===== src/rtl/hsat_pkg.sv =====
// Package with shared types, constants and a SHA-256 helper for the area tag engine.
package hsat_pkg;

    localparam int KEY_WORDS = 4;
    localparam int ADDR_W    = 6;

    // Configuration register byte addresses (8-byte stride).
    localparam logic [ADDR_W-1:0] ADDR_KEY0  = 6'd0;
    localparam logic [ADDR_W-1:0] ADDR_KEY1  = 6'd8;
    localparam logic [ADDR_W-1:0] ADDR_KEY2  = 6'd16;
    localparam logic [ADDR_W-1:0] ADDR_KEY3  = 6'd24;
    localparam logic [ADDR_W-1:0] ADDR_SLOTS = 6'd32;

    localparam logic [7:0] IPAD = 8'h36;
    localparam logic [7:0] OPAD = 8'h5c;
    localparam logic [71:0] MAGIC = 72'h56434b5341524541_31;

    typedef struct packed {
        logic [63:0] data_word;
        logic [3:0]  byte_count;
        logic        last_word;
    } in_item_t;

    typedef struct packed {
        logic [63:0] tag_word;
        logic [1:0]  tag_index;
        logic        tag_last;
    } out_item_t;

    // Byte source selection for the datapath's byte feeder.
    typedef enum logic [2:0] {
        SRC_PAD,
        SRC_HDR,
        SRC_DATA,
        SRC_FIN,
        SRC_INNER
    } src_t;

    // Commands from controller to datapath.
    typedef struct packed {
        logic       init;       // load IV, clear length
        logic       feed;       // absorb one byte
        src_t       src;
        logic [5:0] idx;        // byte index within the source
        logic [7:0] padc;
        logic       save_inner; // capture chain as inner digest
        logic       lat_len;    // latch length for padding
    } dp_cmd_t;

    // Status from datapath to controller.
    typedef struct packed {
        logic       busy;       // compression running
        logic [5:0] fill;       // bytes held in block buffer
    } dp_sts_t;

    localparam logic [31:0] SHA_IV [8] = '{
        32'h6a09e667, 32'hbb67ae85, 32'h3c6ef372, 32'ha54ff53a,
        32'h510e527f, 32'h9b05688c, 32'h1f83d9ab, 32'h5be0cd19
    };

    localparam logic [31:0] SHA_K [64] = '{
        32'h428a2f98, 32'h71374491, 32'hb5c0fbcf, 32'he9b5dba5,
        32'h3956c25b, 32'h59f111f1, 32'h923f82a4, 32'hab1c5ed5,
        32'hd807aa98, 32'h12835b01, 32'h243185be, 32'h550c7dc3,
        32'h72be5d74, 32'h80deb1fe, 32'h9bdc06a7, 32'hc19bf174,
        32'he49b69c1, 32'hefbe4786, 32'h0fc19dc6, 32'h240ca1cc,
        32'h2de92c6f, 32'h4a7484aa, 32'h5cb0a9dc, 32'h76f988da,
        32'h983e5152, 32'ha831c66d, 32'hb00327c8, 32'hbf597fc7,
        32'hc6e00bf3, 32'hd5a79147, 32'h06ca6351, 32'h14292967,
        32'h27b70a85, 32'h2e1b2138, 32'h4d2c6dfc, 32'h53380d13,
        32'h650a7354, 32'h766a0abb, 32'h81c2c92e, 32'h92722c85,
        32'ha2bfe8a1, 32'ha81a664b, 32'hc24b8b70, 32'hc76c51a3,
        32'hd192e819, 32'hd6990624, 32'hf40e3585, 32'h106aa070,
        32'h19a4c116, 32'h1e376c08, 32'h2748774c, 32'h34b0bcb5,
        32'h391c0cb3, 32'h4ed8aa4a, 32'h5b9cca4f, 32'h682e6ff3,
        32'h748f82ee, 32'h78a5636f, 32'h84c87814, 32'h8cc70208,
        32'h90befffa, 32'ha4506ceb, 32'hbef9a3f7, 32'hc67178f2
    };

    function automatic logic [31:0] rotr(input logic [31:0] x, input int n);
        rotr = (x >> n) | (x << (32 - n));
    endfunction

endpackage


===== src/rtl/hsat_ctrl.sv =====
// Controller: sequences header, region bytes, padding, outer hash and tag output.
module hsat_ctrl (
    input  logic                aclk,
    input  logic                aresetn,
    input  logic                s_valid,
    output logic                s_ready,
    input  hsat_pkg::in_item_t  s_item,
    output logic                m_valid,
    input  logic                m_ready,
    output hsat_pkg::out_item_t m_item,
    input  hsat_pkg::dp_sts_t   sts,
    input  logic [255:0]        digest,
    output hsat_pkg::dp_cmd_t   cmd,
    output logic [63:0]         word_out
);

    typedef enum logic [3:0] {
        ST_IDLE, ST_IPAD, ST_HDR, ST_DATA, ST_FIN1, ST_FIN2, ST_OPAD, ST_INNER, ST_FIN3,
        ST_FIN4, ST_WAIT, ST_OUT
    } state_t;

    state_t      state_reg;
    logic [5:0]  idx_reg;
    logic [3:0]  cnt_reg;
    logic        last_reg;
    logic        hdr_done_reg;
    logic        init_pend_reg;
    logic [63:0] word_reg;
    logic [1:0]  oidx_reg;
    logic        mval_reg;
    logic [255:0] tag_reg;
    logic        feed;

    // Bytes are only fed while the compression unit is free.
    assign feed = !sts.busy;

    always_comb begin
        cmd = '0;
        cmd.idx = idx_reg;
        case (state_reg)
            ST_IPAD:  begin cmd.feed = feed; cmd.src = hsat_pkg::SRC_PAD;
                            cmd.padc = hsat_pkg::IPAD; end
            ST_OPAD:  begin cmd.feed = feed; cmd.src = hsat_pkg::SRC_PAD;
                            cmd.padc = hsat_pkg::OPAD; end
            ST_HDR:   begin cmd.feed = feed; cmd.src = hsat_pkg::SRC_HDR; end
            ST_DATA:  begin cmd.feed = feed && (idx_reg[3:0] < cnt_reg);
                            cmd.src = hsat_pkg::SRC_DATA; end
            ST_FIN2, ST_FIN4: begin cmd.feed = feed; cmd.src = hsat_pkg::SRC_FIN; end
            ST_INNER: begin cmd.feed = feed; cmd.src = hsat_pkg::SRC_INNER; end
            default:  ;
        endcase
        cmd.lat_len = (state_reg == ST_FIN1 || state_reg == ST_FIN3) && feed;
        cmd.save_inner = (state_reg == ST_OPAD) && feed && init_pend_reg;
        cmd.init = (state_reg == ST_IPAD || state_reg == ST_OPAD) && feed && init_pend_reg;
        if (cmd.init) cmd.feed = 1'b0;
    end

    assign s_ready  = (state_reg == ST_IDLE) && !mval_reg;
    assign m_valid  = mval_reg;
    assign word_out = word_reg;
    assign m_item.tag_word  = tag_reg[255 - 64*oidx_reg -: 64];
    assign m_item.tag_index = oidx_reg;
    assign m_item.tag_last  = (oidx_reg == 2'd3);

    // State, counters and registered outputs.
    always_ff @(posedge aclk) begin
        if (!aresetn) begin
            state_reg     <= ST_IDLE;
            idx_reg       <= '0;
            hdr_done_reg  <= 1'b0;
            init_pend_reg <= 1'b0;
            mval_reg      <= 1'b0;
            oidx_reg      <= '0;
            cnt_reg       <= '0;
            last_reg      <= 1'b0;
        end else begin
            case (state_reg)
                ST_IDLE: if (s_valid && s_ready) begin
                    word_reg <= s_item.data_word;
                    cnt_reg  <= (s_item.byte_count > 4'd8) ? 4'd8 : s_item.byte_count;
                    last_reg <= s_item.last_word;
                    idx_reg  <= '0;
                    init_pend_reg <= !hdr_done_reg;
                    state_reg <= hdr_done_reg ? ST_DATA : ST_IPAD;
                end
                ST_IPAD: if (feed) begin
                    // First cycle only initializes; bytes follow after it.
                    if (init_pend_reg) init_pend_reg <= 1'b0;
                    else if (idx_reg == 6'd63) begin
                        idx_reg <= '0; state_reg <= ST_HDR;
                    end else idx_reg <= idx_reg + 6'd1;
                end
                ST_HDR: if (feed) begin
                    if (idx_reg == 6'd12) begin
                        idx_reg <= '0; hdr_done_reg <= 1'b1; state_reg <= ST_DATA;
                    end else idx_reg <= idx_reg + 6'd1;
                end
                ST_DATA: if (feed) begin
                    if (idx_reg[3:0] >= cnt_reg) begin
                        idx_reg   <= '0;
                        state_reg <= last_reg ? ST_FIN1 : ST_IDLE;
                    end else idx_reg <= idx_reg + 6'd1;
                end
                ST_FIN1, ST_FIN3: if (feed) begin
                    idx_reg   <= '0;
                    state_reg <= (state_reg == ST_FIN1) ? ST_FIN2 : ST_FIN4;
                end
                ST_FIN2, ST_FIN4: if (feed) begin
                    // 0x80, zeros to fill 56, then eight length bytes (idx 32..39).
                    if (idx_reg[5] && idx_reg[2:0] == 3'd7) begin
                        idx_reg   <= '0;
                        if (state_reg == ST_FIN2) init_pend_reg <= 1'b1;
                        state_reg <= (state_reg == ST_FIN2) ? ST_OPAD : ST_WAIT;
                    end else if (!idx_reg[5] && idx_reg != 6'd0 && sts.fill == 6'd55) begin
                        idx_reg <= 6'd32;
                    end else if (idx_reg == 6'd0 && sts.fill == 6'd55) begin
                        idx_reg <= 6'd32;
                    end else if (idx_reg == 6'd0) begin
                        idx_reg <= 6'd1;
                    end else if (idx_reg[5]) begin
                        idx_reg <= idx_reg + 6'd1;
                    end
                end
                ST_OPAD: if (feed) begin
                    // The first cycle saves the inner digest and restarts the chain.
                    if (init_pend_reg) init_pend_reg <= 1'b0;
                    else if (idx_reg == 6'd63) begin
                        idx_reg <= '0; state_reg <= ST_INNER;
                    end else idx_reg <= idx_reg + 6'd1;
                end
                ST_INNER: if (feed) begin
                    if (idx_reg == 6'd31) begin
                        idx_reg <= '0; state_reg <= ST_FIN3;
                    end else idx_reg <= idx_reg + 6'd1;
                end
                ST_WAIT: if (feed) begin
                    tag_reg   <= digest;
                    oidx_reg  <= '0;
                    mval_reg  <= 1'b1;
                    hdr_done_reg <= 1'b0;
                    state_reg <= ST_OUT;
                end
                ST_OUT: if (m_ready) begin
                    oidx_reg <= oidx_reg + 2'd1;
                    if (oidx_reg == 2'd3) begin
                        mval_reg  <= 1'b0;
                        state_reg <= ST_IDLE;
                    end
                end
                default: state_reg <= ST_IDLE;
            endcase
        end
    end

endmodule


===== config.mk =====
export PLATFORM = sky130hd
export DESIGN_NAME = hsat_ctrl
export DESIGN_NICKNAME = d
export VERILOG_FILES = /design/src/rtl/hsat_pkg.sv /design/src/rtl/hsat_ctrl.sv
export SDC_FILE = /design/constraint.sdc
export NUM_CORES = 1
export LEC_CHECK = 0
export BUFFER_PORTS_ARGS = -buffer_cell sky130_fd_sc_hd__buf_4
export CAP_MARGIN = 40
export CORE_AREA = 10 10 181 183
export CTS_CLUSTER_DIAMETER = 100
export DETAILED_ROUTE_END_ITERATION = 12
export DIE_AREA = 0 0 191 193
export PLACE_DENSITY = 0.71
export SLEW_MARGIN = 20
export SYNTH_ARGS = -nofsm -noshare
export SYNTH_HDL_FRONTEND = slang
export SYNTH_SLANG_ARGS = --single-unit

===== constraint.sdc =====
create_clock -name aclk -period 33.6 [get_ports aclk]
set_input_delay 6.72 -clock aclk [delete_from_list [all_inputs] [get_ports aclk]]
set_output_delay 6.72 -clock aclk [all_outputs]
set_load 0.02 [all_outputs]

==> run metrics, run 1 <==
status=finished clean; min-delay worst type=flop to flop; Total GRT Usage=0.194; # hold bufs at CTS=0; Worst Path Buf+Inv=2; Detail Placement HPWL=28.7 mm; Resized cells post-CTS=0; Vias/cell=5.10; initial antenna violation count=3; Clock Skews=0.0130 ns; Top FF cell, synth=edfxtp_1; synth cell count leaders=edfxtp_1 (320), mux4_2 (64), nand2_1 (34); Post-Layout Cell Count=1,550; worst path required time=26.88 ns; worst setup path category=primary input to output port; unrepaired setup endpoints after global routing=no; GRT Residual Overflow=0; switching pwr=237 uW; switching share of power=0.236; count leader, synth=edfxtp_1; fill count=2,111; sequential-to-total area share from yosys stat=0.784; Nets=1,477; count of flip-flops with a built-in enable after synthesis=320; Cell Pwr Density=55.6 nW/um^2; CP max-delay cell=nor2_1; clock power share=0.388; sequential share of power=0.486; cell count of the worst hold path=2; Fmax=0.0703 GHz; max FFs per register=256; drt total wl=37.6 mm; CTS Root Cell=clkbuf_16; Max-Cap Viols=0; H-Tree Depth=2; Avg Cell Area, Syn=20.3 sq um; Max FO, Critical Path=13; clk sinks=340; Slew HR=0.259; Startpoint Class=primary input; most frequent CP cell=buf_4; Fin Setup TNS=0 ns; Worst setup EP type=output port; Yosys warning count=0; Avg WL per Cell=24.3 microns; Seq cells post-synth=340; initial DRC count=536; die width=191 microns; initial core utilization=0.437; port buffer count=487; FP Rows=63; largest net degree at the start of global routing=185; setup slack after layout=19.37 ns; CTS buffer count=38; first-pass GRT wire length=53.1 mm; worst-path cell chain=buf_4 > a21oi_1 > o211ai_1 > nor2_1 > buf_4; Leak=6.82 nW; Area Growth Syn to Fin=41.6%; CTS clk-pin slew, worst paths=0.05 ns; I/O Pins=490; Cell Int Power=768 uW; R2R depth=6; Cell variety after synth=57; hold_sp=cnt_reg[1]; Cell Area, Synth=12,800 sq um; CP delay by family, top=buffers and inverters; Tcrit/Tclk final=0.423; async set or reset register ratio after synthesis=0; pre-CTS WS=19.41 ns; Clk Latency, worst-skew pair=0.52 ns; Hold Path Sink=cnt_reg[1]; synth top area cells=edfxtp_1 (75%), mux4_2 (11%), dfxtp_1 (3.1%), nand2_1 (1.0%), ha_1 (0.88%); measured slew at the worst slew-check pin=1.11 ns; Peak supply drop=0.0000528 V; Longest Clk Path Bufs=3; Logic pwr share=0.126; Power, Total=1.01 mW; postcts setup bufs=0; Final Hold Vio Count=0; CTS tree=built; dpl cells=1,480; Crit path largest cell delay=0.18 ns; reg2reg start=state_reg[3]; GPL Wtd Cong=0.872; First-pass DRT Iterations=5; die area=36,900 sq um; Die Height=193 microns; Routed Antenna Nets=0; DRC=0; Synth area leader=edfxtp_1; share of cells above drive strength 1=0.540; number of global-route vias before repair=8,376; Slew Limit Fails=0; Finish-stage setup viols=0; WP data arrival=7.51 ns; register-to-register setup slack=30.64 ns; area share of the largest cell type after synthesis=0.753; Mapped Cells=630; vias=7,900; reg2reg end=idx_reg[0]; core box area=29,200 sq um; Period minus WS final=14.23 ns
-- layer usage --
layer / track usage / up-vias / part of all wire
met4: 0.0584 / 0 / 0.022
met3: 0.0664 / 53 / 0.090
met5: 0 / - / 0
met2: 0.339 / 366 / 0.53
li1: - / 3569 / -
met1: 0.220 / 3912 / 0.35
-- kinds of logic after synthesis --
| logic type | share of synthesized area |
|---|---|
| multiplexers | 0.114 |
| AND/OR/NAND/NOR | 0.0478 |
| other | 0.000294 |
| AO/OA/AOI/OAI | 0.0280 |
| adder cells (fa/ha/maj) | 0.00960 |
| XOR/XNOR | 0.00137 |
| flip-flops | 0.784 |
| buffers and inverters | 0.0153 |
-- power groups by stage --
stage               clock, mW  combinational [mW]  sequential, mW
floorplan                   0              0.0505           0.509
global placement            0               0.121           0.498
detailed placement          0               0.123           0.499
CTS                     0.401               0.124           0.490
global route            0.417               0.137           0.490
finish                  0.390               0.127           0.488
-- how the worst max path moves through the flow --
stage	from	to	cells past startpoint
after global routing	sts[6]	cmd[19]	5
after detailed placement	sts[6]	cmd[19]	5
after CTS	sts[6]	cmd[19]	5
final	sts[6]	cmd[19]	5
after global placement	sts[6]	cmd[19]	5
after floorplan	sts[6]	tag_reg[0]	4
-- tightest hold or removal path, stage by stage (launching register included) --
cell and delay (ns):
dfxtp_1 0.31, nand2_1 0.06, a21oi_1 0.05
-- cell type report --
type                            count  area, sq um  share of cell area
Sequential cell                   340        10000               0.554
Timing Repair Buffer              495         3780               0.209
Multi-Input combinational cell    249         2580               0.143
Clock buffer                       44          995              0.0550
Tap cell                          390          488              0.0270
Clock inverter                     21          185              0.0102
Inverter                            8         30.0             0.00166
Antenna cell                        3         7.51            0.000415
-- per-stage QoR --
stage	hold slack, ns	cell area [sq um]	util
after floorplan	0.432	12800	-
after global placement	0.447	16800	0.575
after detailed placement	0.457	16900	0.576
after CTS	0.463	18000	0.617
after global routing	0.479	18100	0.618
final	0.463	18100	0.618
-- cell usage in the layout (no fill, tap or decap), drive strengths merged, types with 3 or more instances in the layout --
cell type  netlist  final
clkinv           0     13
edfxtp         320    320
nand3           14     14
diode            0      3
a32o             3      3
nand2           35     35
ha               9      9
nor2b            6      6
clkbuf          11     44
dfxtp           20     20
nand2b           6      6
a21oi           16     16
nand3b           4      4
o211ai           3      3
buf             23    495
mux4            64     64
nor2            20     20
nor3             7      7
o21ai            8      8
or3              3      3
inv              8     12
Power figures use the tool's default switching activity.
==> run 2, diff against run 1 <==
- ABC_AREA: unset -> 1
- CORE_AREA: 10 10 181 183 -> 10 10 184 186
- DIE_AREA: 0 0 191 193 -> 0 0 194 196
- PLACE_DENSITY: 0.71 -> 0.69
- clock period: 33.6 -> 14.9 ns (I/O delays scaled with it)
==> run 2 against run 1 <==
Combinational power rose to 3.0 times the previous value; core utilization fell by 1.6 points; critical path depth rose by 3; power rose by 130%; via count rose by 23%; non-clock buffer count rose by 5; synthesized cell count rose by 55%; clock skew rose by 0.00061 ns.
==> run metrics, run 2 <==
status=finished clean; share of cells above drive strength 1=0.382 (-0.158); Max FO, Critical Path=4 (-9); Core Util, Final=0.602 (-0.0158); Resized cells post-CTS=0 (unchanged); Startpoint Class=primary input; Clk Latency, worst-skew pair=0.51 ns (about the same); GRT Residual Overflow=0 (unchanged); Total GRT Usage=0.217 (+0.0232); worst path required time=11.92 ns (-14.96 ns); synth cell count leaders=edfxtp_1 (320), nor2_1 (184), o21ai_0 (136); initial antenna violation count=7 (+4); dpl cells=1,819 (+23%); measured slew at the worst slew-check pin=0.777 ns (-0.334 ns); drt total wl=43.5 mm (+16%); Max-Cap Viols=0 (unchanged); Top FF cell, synth=edfxtp_1; Longest Clk Path Bufs=3 (unchanged); vias=9,720 (+23%); die area=38,000 sq um (+3.1%); unrepaired setup endpoints after global routing=no; FP Rows=64 (+1.6%); Peak supply drop=0.000106 V (+100%); CTS clk-pin slew, worst paths=0.06 ns (about the same); Worst setup EP type=output port; pre-CTS WS=7.79 ns (-11.62 ns); first-pass GRT wire length=62.7 mm (+18%); Cell variety after synth=27 (-53%); Post-Layout Cell Count=1,889 (+22%); First-pass DRT Iterations=5 (unchanged); Mapped Cells=975 (+55%); postcts setup bufs=0 (unchanged); Seq cells post-synth=340 (unchanged); clk sinks=340 (unchanged); CP max-delay cell=a211oi_1; setup slack after layout=7.79 ns (-11.58 ns); count leader, synth=edfxtp_1; R2R depth=9 (+3); CTS tree=built; Fin Setup TNS=0 ns (unchanged); count of flip-flops with a built-in enable after synthesis=320 (unchanged); GPL Wtd Cong=0.884 (+1.4%); worst setup path category=primary input to output port; H-Tree Depth=2 (unchanged); Cell Area, Synth=12,900 sq um (+1.4%); die width=194 microns (+1.6%); Area Growth Syn to Fin=40.9%; worst-path cell chain=buf_4 > inv_1 > o211ai_1 > nand3_1 > inv_2 > nand3_1 > a211oi_1 > buf_4; Die Height=196 microns (+1.6%); area share of the largest cell type after synthesis=0.742 (-0.0102); Routed Antenna Nets=0 (unchanged); sequential-to-total area share from yosys stat=0.773 (-0.0106); Leak=7.27 nW (+6.6%); I/O Pins=490 (unchanged); Avg WL per Cell=23.0 microns (-5.2%); most common cell after layout, fill and taps aside=buf_4; WP data arrival=4.13 ns (-3.38 ns); max FFs per register=256 (unchanged); Post-DP Area=17,000 sq um (+1.0%); initial core utilization=0.428 (-0.00899); Synth area leader=edfxtp_1; number of global-route vias before repair=9,845 (+18%); Nets=1,810 (+23%); core box area=30,300 sq um (+3.5%); Fmax=0.141 GHz; DRC=0 (unchanged); commonest non-fill, non-tap cells in the layout=buf_4 (495), edfxtp_1 (320), nor2_1 (182); cell count of the worst hold path=2 (unchanged); synth top area cells=edfxtp_1 (74%), nor2_1 (5.3%), o21ai_0 (5.3%), o22ai_1 (3.1%), dfxtp_1 (3.1%); initial DRC count=760 (+42%); CTS buffer count=37 (-2.6%); post-route cell area=18,200 sq um (+0.86%); min-delay worst type=flop to flop; Vias/cell=5.15 (+0.96%); Tcrit/Tclk final=0.477; Yosys warning count=0 (unchanged); port buffer count=487 (unchanged); Slew Limit Fails=0 (unchanged); Crit path largest cell delay=0.23 ns (+0.05 ns); Clock Skews=0.0136 ns (+0.000613 ns); # hold bufs at CTS=0 (unchanged); Detail Placement HPWL=32.1 mm (+12%); CTS Root Cell=clkbuf_16; Cell Pwr Density=129 nW/um^2 (+130%); Period minus WS final=7.11 ns; Final Hold Vio Count=0 (unchanged); Finish-stage setup viols=0 (unchanged); Slew HR=0.482 (+0.223); async set or reset register ratio after synthesis=0 (unchanged); largest net degree at the start of global routing=72 (-61%); Avg Cell Area, Syn=13.3 sq um (-34%)
## run 2: cell types whose count changed in the layout (fill, tap and decap cells not counted), sizes merged, moves of 6 or more
cell / previous run / this run
nor2: 20 / 186
o21ai: 8 / 137
mux4: 64 / 0
o22ai: 2 / 65
nand2: 35 / 87
inv: 12 / 42
nand3: 14 / 25
clkinv: 13 / 19
nand2b: 6 / 0
## run 2: kinds of logic after synthesis
logic type	Yosys count	share of synthesized area
adders and majority gates	9	0.00870
buffers and inverters	92	0.0281
xor gates and xnor gates	2	0.00135
AOI/OAI and AO/OA	225	0.0948
other	1	0.000290
and+or+nand+nor	306	0.0934
DFF	340	0.773
## run 2: area by class of cell
cell class / count / area [sq um]
Antenna cell: 2 / 5.00
Clock buffer: 43 / 970
Clock inverter: 22 / 164
Fill cell: 2448 / 12000
Inverter: 42 / 160
Multi-Input combinational cell: 544 / 2590
Sequential cell: 340 / 10000
Tap cell: 396 / 495
Timing Repair Buffer: 500 / 3840
## run 2: path summary, 6_finish.rpt
path / from / to / slack, ns
hold / removal: cnt_reg[2] / cnt_reg[2] / 0.47
hold reg to reg: cnt_reg[2] / cnt_reg[2] / 0.47
setup reg to reg: state_reg[1] / tag_reg[22] / 11.46
setup / recovery: s_valid / cmd[19] / 7.79
## run 2: stage by stage
stage               power (mW)  hold WS (ns)
CTS                       2.37         0.471
detailed placement        1.51         0.461
global route              2.44         0.493
finish                    2.35         0.467
floorplan                 1.33         0.430
global placement          1.50         0.458
## run 2: metal layers
metal / up-vias / part of all wire / GRT usage
met5: - / 0.0017 / 0
met4: 10 / 0.028 / 0.0650
met3: 87 / 0.10 / 0.0864
met2: 448 / 0.52 / 0.386
met1: 4651 / 0.35 / 0.233
li1: 4524 / - / -
## run 2: report_power, final
| group | leakage [nW] | switching [mW] | internal (mW) |
|---|---|---|---|
| sequential | 3.05 | 0.0211 | 1.09 |
| clock | 0.561 | 0.362 | 0.500 |
| combinational | 3.66 | 0.224 | 0.152 |
| total | 7.27 | 0.606 | 1.75 |
## run 2: worst max-delay path, delay by kind of cell
| kind | cells | cell delay, ns |
|---|---|---|
| compound gates | 2 | 0.43 |
| simple gates | 2 | 0.29 |
| buf+inv | 4 | 0.43 |
==> run 3, diff against run 2 <==
- ABC_AREA: 1 -> 0
- CORE_AREA: 10 10 184 186 -> unset
- CORE_MARGIN: unset -> 10
- CORE_UTILIZATION: unset -> 44
- DIE_AREA: 0 0 194 196 -> unset
- PLACE_DENSITY: 0.69 -> 0.74
- clock period: 14.9 -> 6.1 ns (I/O delays scaled with it)
==> run 3 against run 2 <==
Core utilization is 2.8 points higher; sequential share of layout area rose by 0.40 points; clock skew up 0.0050 ns; critical endpoint is now cmd[20].
==> run metrics, run 3 (synthesized netlist as in run 1, its figures left out) <==
share of cells above drive strength 1=0.535 (+0.153); I/O Pins=490 (unchanged); FP Rows=62 (-3.1%); Die Height=190 microns (-2.9%); Fin Setup TNS=0 ns (unchanged); Longest Clk Path Bufs=3 (unchanged); Post-Layout Cell Count=1,545 (-18%); measured slew at the worst slew-check pin=0.820 ns (+0.0434 ns); commonest non-fill, non-tap cells in the layout=buf_4 (490), edfxtp_1 (320), mux4_2 (64); max FFs per register=256 (unchanged); vias=7,977 (-18%); Slew HR=0.452 (-0.0297); # hold bufs at CTS=0 (unchanged); status=finished clean; first-pass GRT wire length=54.5 mm (-13%); Startpoint Class=flop; WP data arrival=2.59 ns (-1.54 ns); clk sinks=340 (unchanged); Avg WL per Cell=24.6 microns (+6.8%); CTS Root Cell=clkbuf_16; CTS tree=built; Nets=1,476 (-18%); cell count of the worst hold path=2 (unchanged); clock power share=0.397 (+0.031); Tcrit/Tclk final=0.625; Max FO, Critical Path=23 (+19); hold_sp=cnt_reg[3]; Worst setup EP type=output port; Period minus WS final=3.81 ns; setup slack after layout=2.29 ns (-5.50 ns); H-Tree Depth=2 (unchanged); Slew Limit Fails=0 (unchanged); postcts setup bufs=0 (unchanged); Finish-stage setup viols=0 (unchanged); number of global-route vias before repair=8,435 (-14%); drt total wl=38.0 mm (-13%); Clk Latency, worst-skew pair=0.51 ns (about the same); initial DRC count=591 (-22%); Detail Placement HPWL=28.8 mm (-10%); pre-CTS WS=2.55 ns (-5.24 ns); Leak=6.82 nW (-6.1%); die area=36,200 sq um (-4.7%); die width=190 microns (-1.9%); Resized cells post-CTS=0 (unchanged); reg2reg start=state_reg[1]; Total GRT Usage=0.202 (-0.0150); GPL Wtd Cong=0.863 (-2.4%); worst path required time=4.88 ns (-7.04 ns); Peak supply drop=0.000230 V (+120%); largest net degree at the start of global routing=145 (+100%); switching share of power=0.231 (-0.0272); DRC=0 (unchanged); initial antenna violation count=4 (-3); Cell Pwr Density=310 nW/um^2 (+140%); Max-Cap Viols=0 (unchanged); Routed Antenna Nets=0 (unchanged); GRT Residual Overflow=0 (unchanged); reg2reg end=tag_reg[126]; dpl cells=1,475 (-19%); Fmax=0.262 GHz; Cell Int Power=4.33 mW (+150%); min-delay worst type=flop to flop; R2R depth=4 (-5); First-pass DRT Iterations=5 (unchanged); Logic pwr share=0.123 (-0.037); core box area=28,700 sq um (-5.2%); initial core utilization=0.445 (+0.0172); CTS clk-pin slew, worst paths=0.05 ns (about the same); unrepaired setup endpoints after global routing=no; most common cell after layout, fill and taps aside=buf_4; Clock Skews=0.0187 ns (+0.00504 ns); Final Hold Vio Count=0 (unchanged); Area Growth Syn to Fin=41.8%; Hold Path Sink=cnt_reg[3]; sequential share of power=0.481 (+0.007); port buffer count=487 (unchanged); register-to-register setup slack=2.94 ns (-8.52 ns); worst setup path category=flop to output port; CTS buffer count=38 (+2.7%); switching pwr=1.30 mW (+110%); Vias/cell=5.16 (+0.34%)
## run 3: layout make-up
cell class,count,area [sq um]
fill,2105,10600
sequential,340,10000
timing repair buffer,494,3770
multi-input combinational,249,2580
clock buffer,47,985
tap,384,480
clock inverter,20,233
inverter,8,30.0
antenna,3,7.51
## run 3: worst max-delay path by stage
stage | start | endpoint | slack (ns) | cells past startpoint
final | state_reg[1] | cmd[20] | 2.29 | 5
after CTS | state_reg[0] | cmd[20] | 2.31 | 5
after global routing | state_reg[0] | cmd[20] | 2.06 | 5
after global placement | sts[6] | tag_reg[23] | 2.58 | 5
after detailed placement | sts[6] | tag_reg[217] | 2.55 | 5
after floorplan | sts[6] | tag_reg[0] | 0.16 | 4
## run 3: power groups by stage
| stage | clock (mW) | combinational [mW] | sequential (mW) |
|---|---|---|---|
| 2_1_floorplan | 0 | 0.278 | 2.80 |
| 3_3_place_gp | 0 | 0.669 | 2.75 |
| 3_5_place_dp | 0 | 0.691 | 2.75 |
| 4_1_cts | 2.28 | 0.694 | 2.70 |
| 5_1_grt | 2.38 | 0.742 | 2.71 |
| 6_report | 2.23 | 0.690 | 2.70 |
## run 3: critical path, stage by stage (launching register included)
cell and delay, ns:
dfxtp_1 0.78, nand2_1 0.31, nor3_1 0.41, or2_2 0.24, nor3b_1 0.18, buf_4 0.18
## run 3: layer usage
layer  global-route usage  vias up  share of wire
met3               0.0715       76          0.099
met4               0.0775        2          0.034
met5                    0        -        0.00053
met2                0.340      415           0.52
li1                     -     3571              -
met1                0.232     3913           0.35
## run 3: per-stage QoR
step | hold slack [ns] | power, mW | utilization | cell area, sq um
after global placement | 0.440 | 3.42 | 0.586 | 16800
final | 0.453 | 5.62 | 0.631 | 18100
after detailed placement | 0.447 | 3.44 | 0.588 | 16900
after CTS | 0.454 | 5.67 | 0.631 | 18100
after floorplan | 0.432 | 3.08 | - | 12800
after global routing | 0.481 | 5.83 | 0.631 | 18100
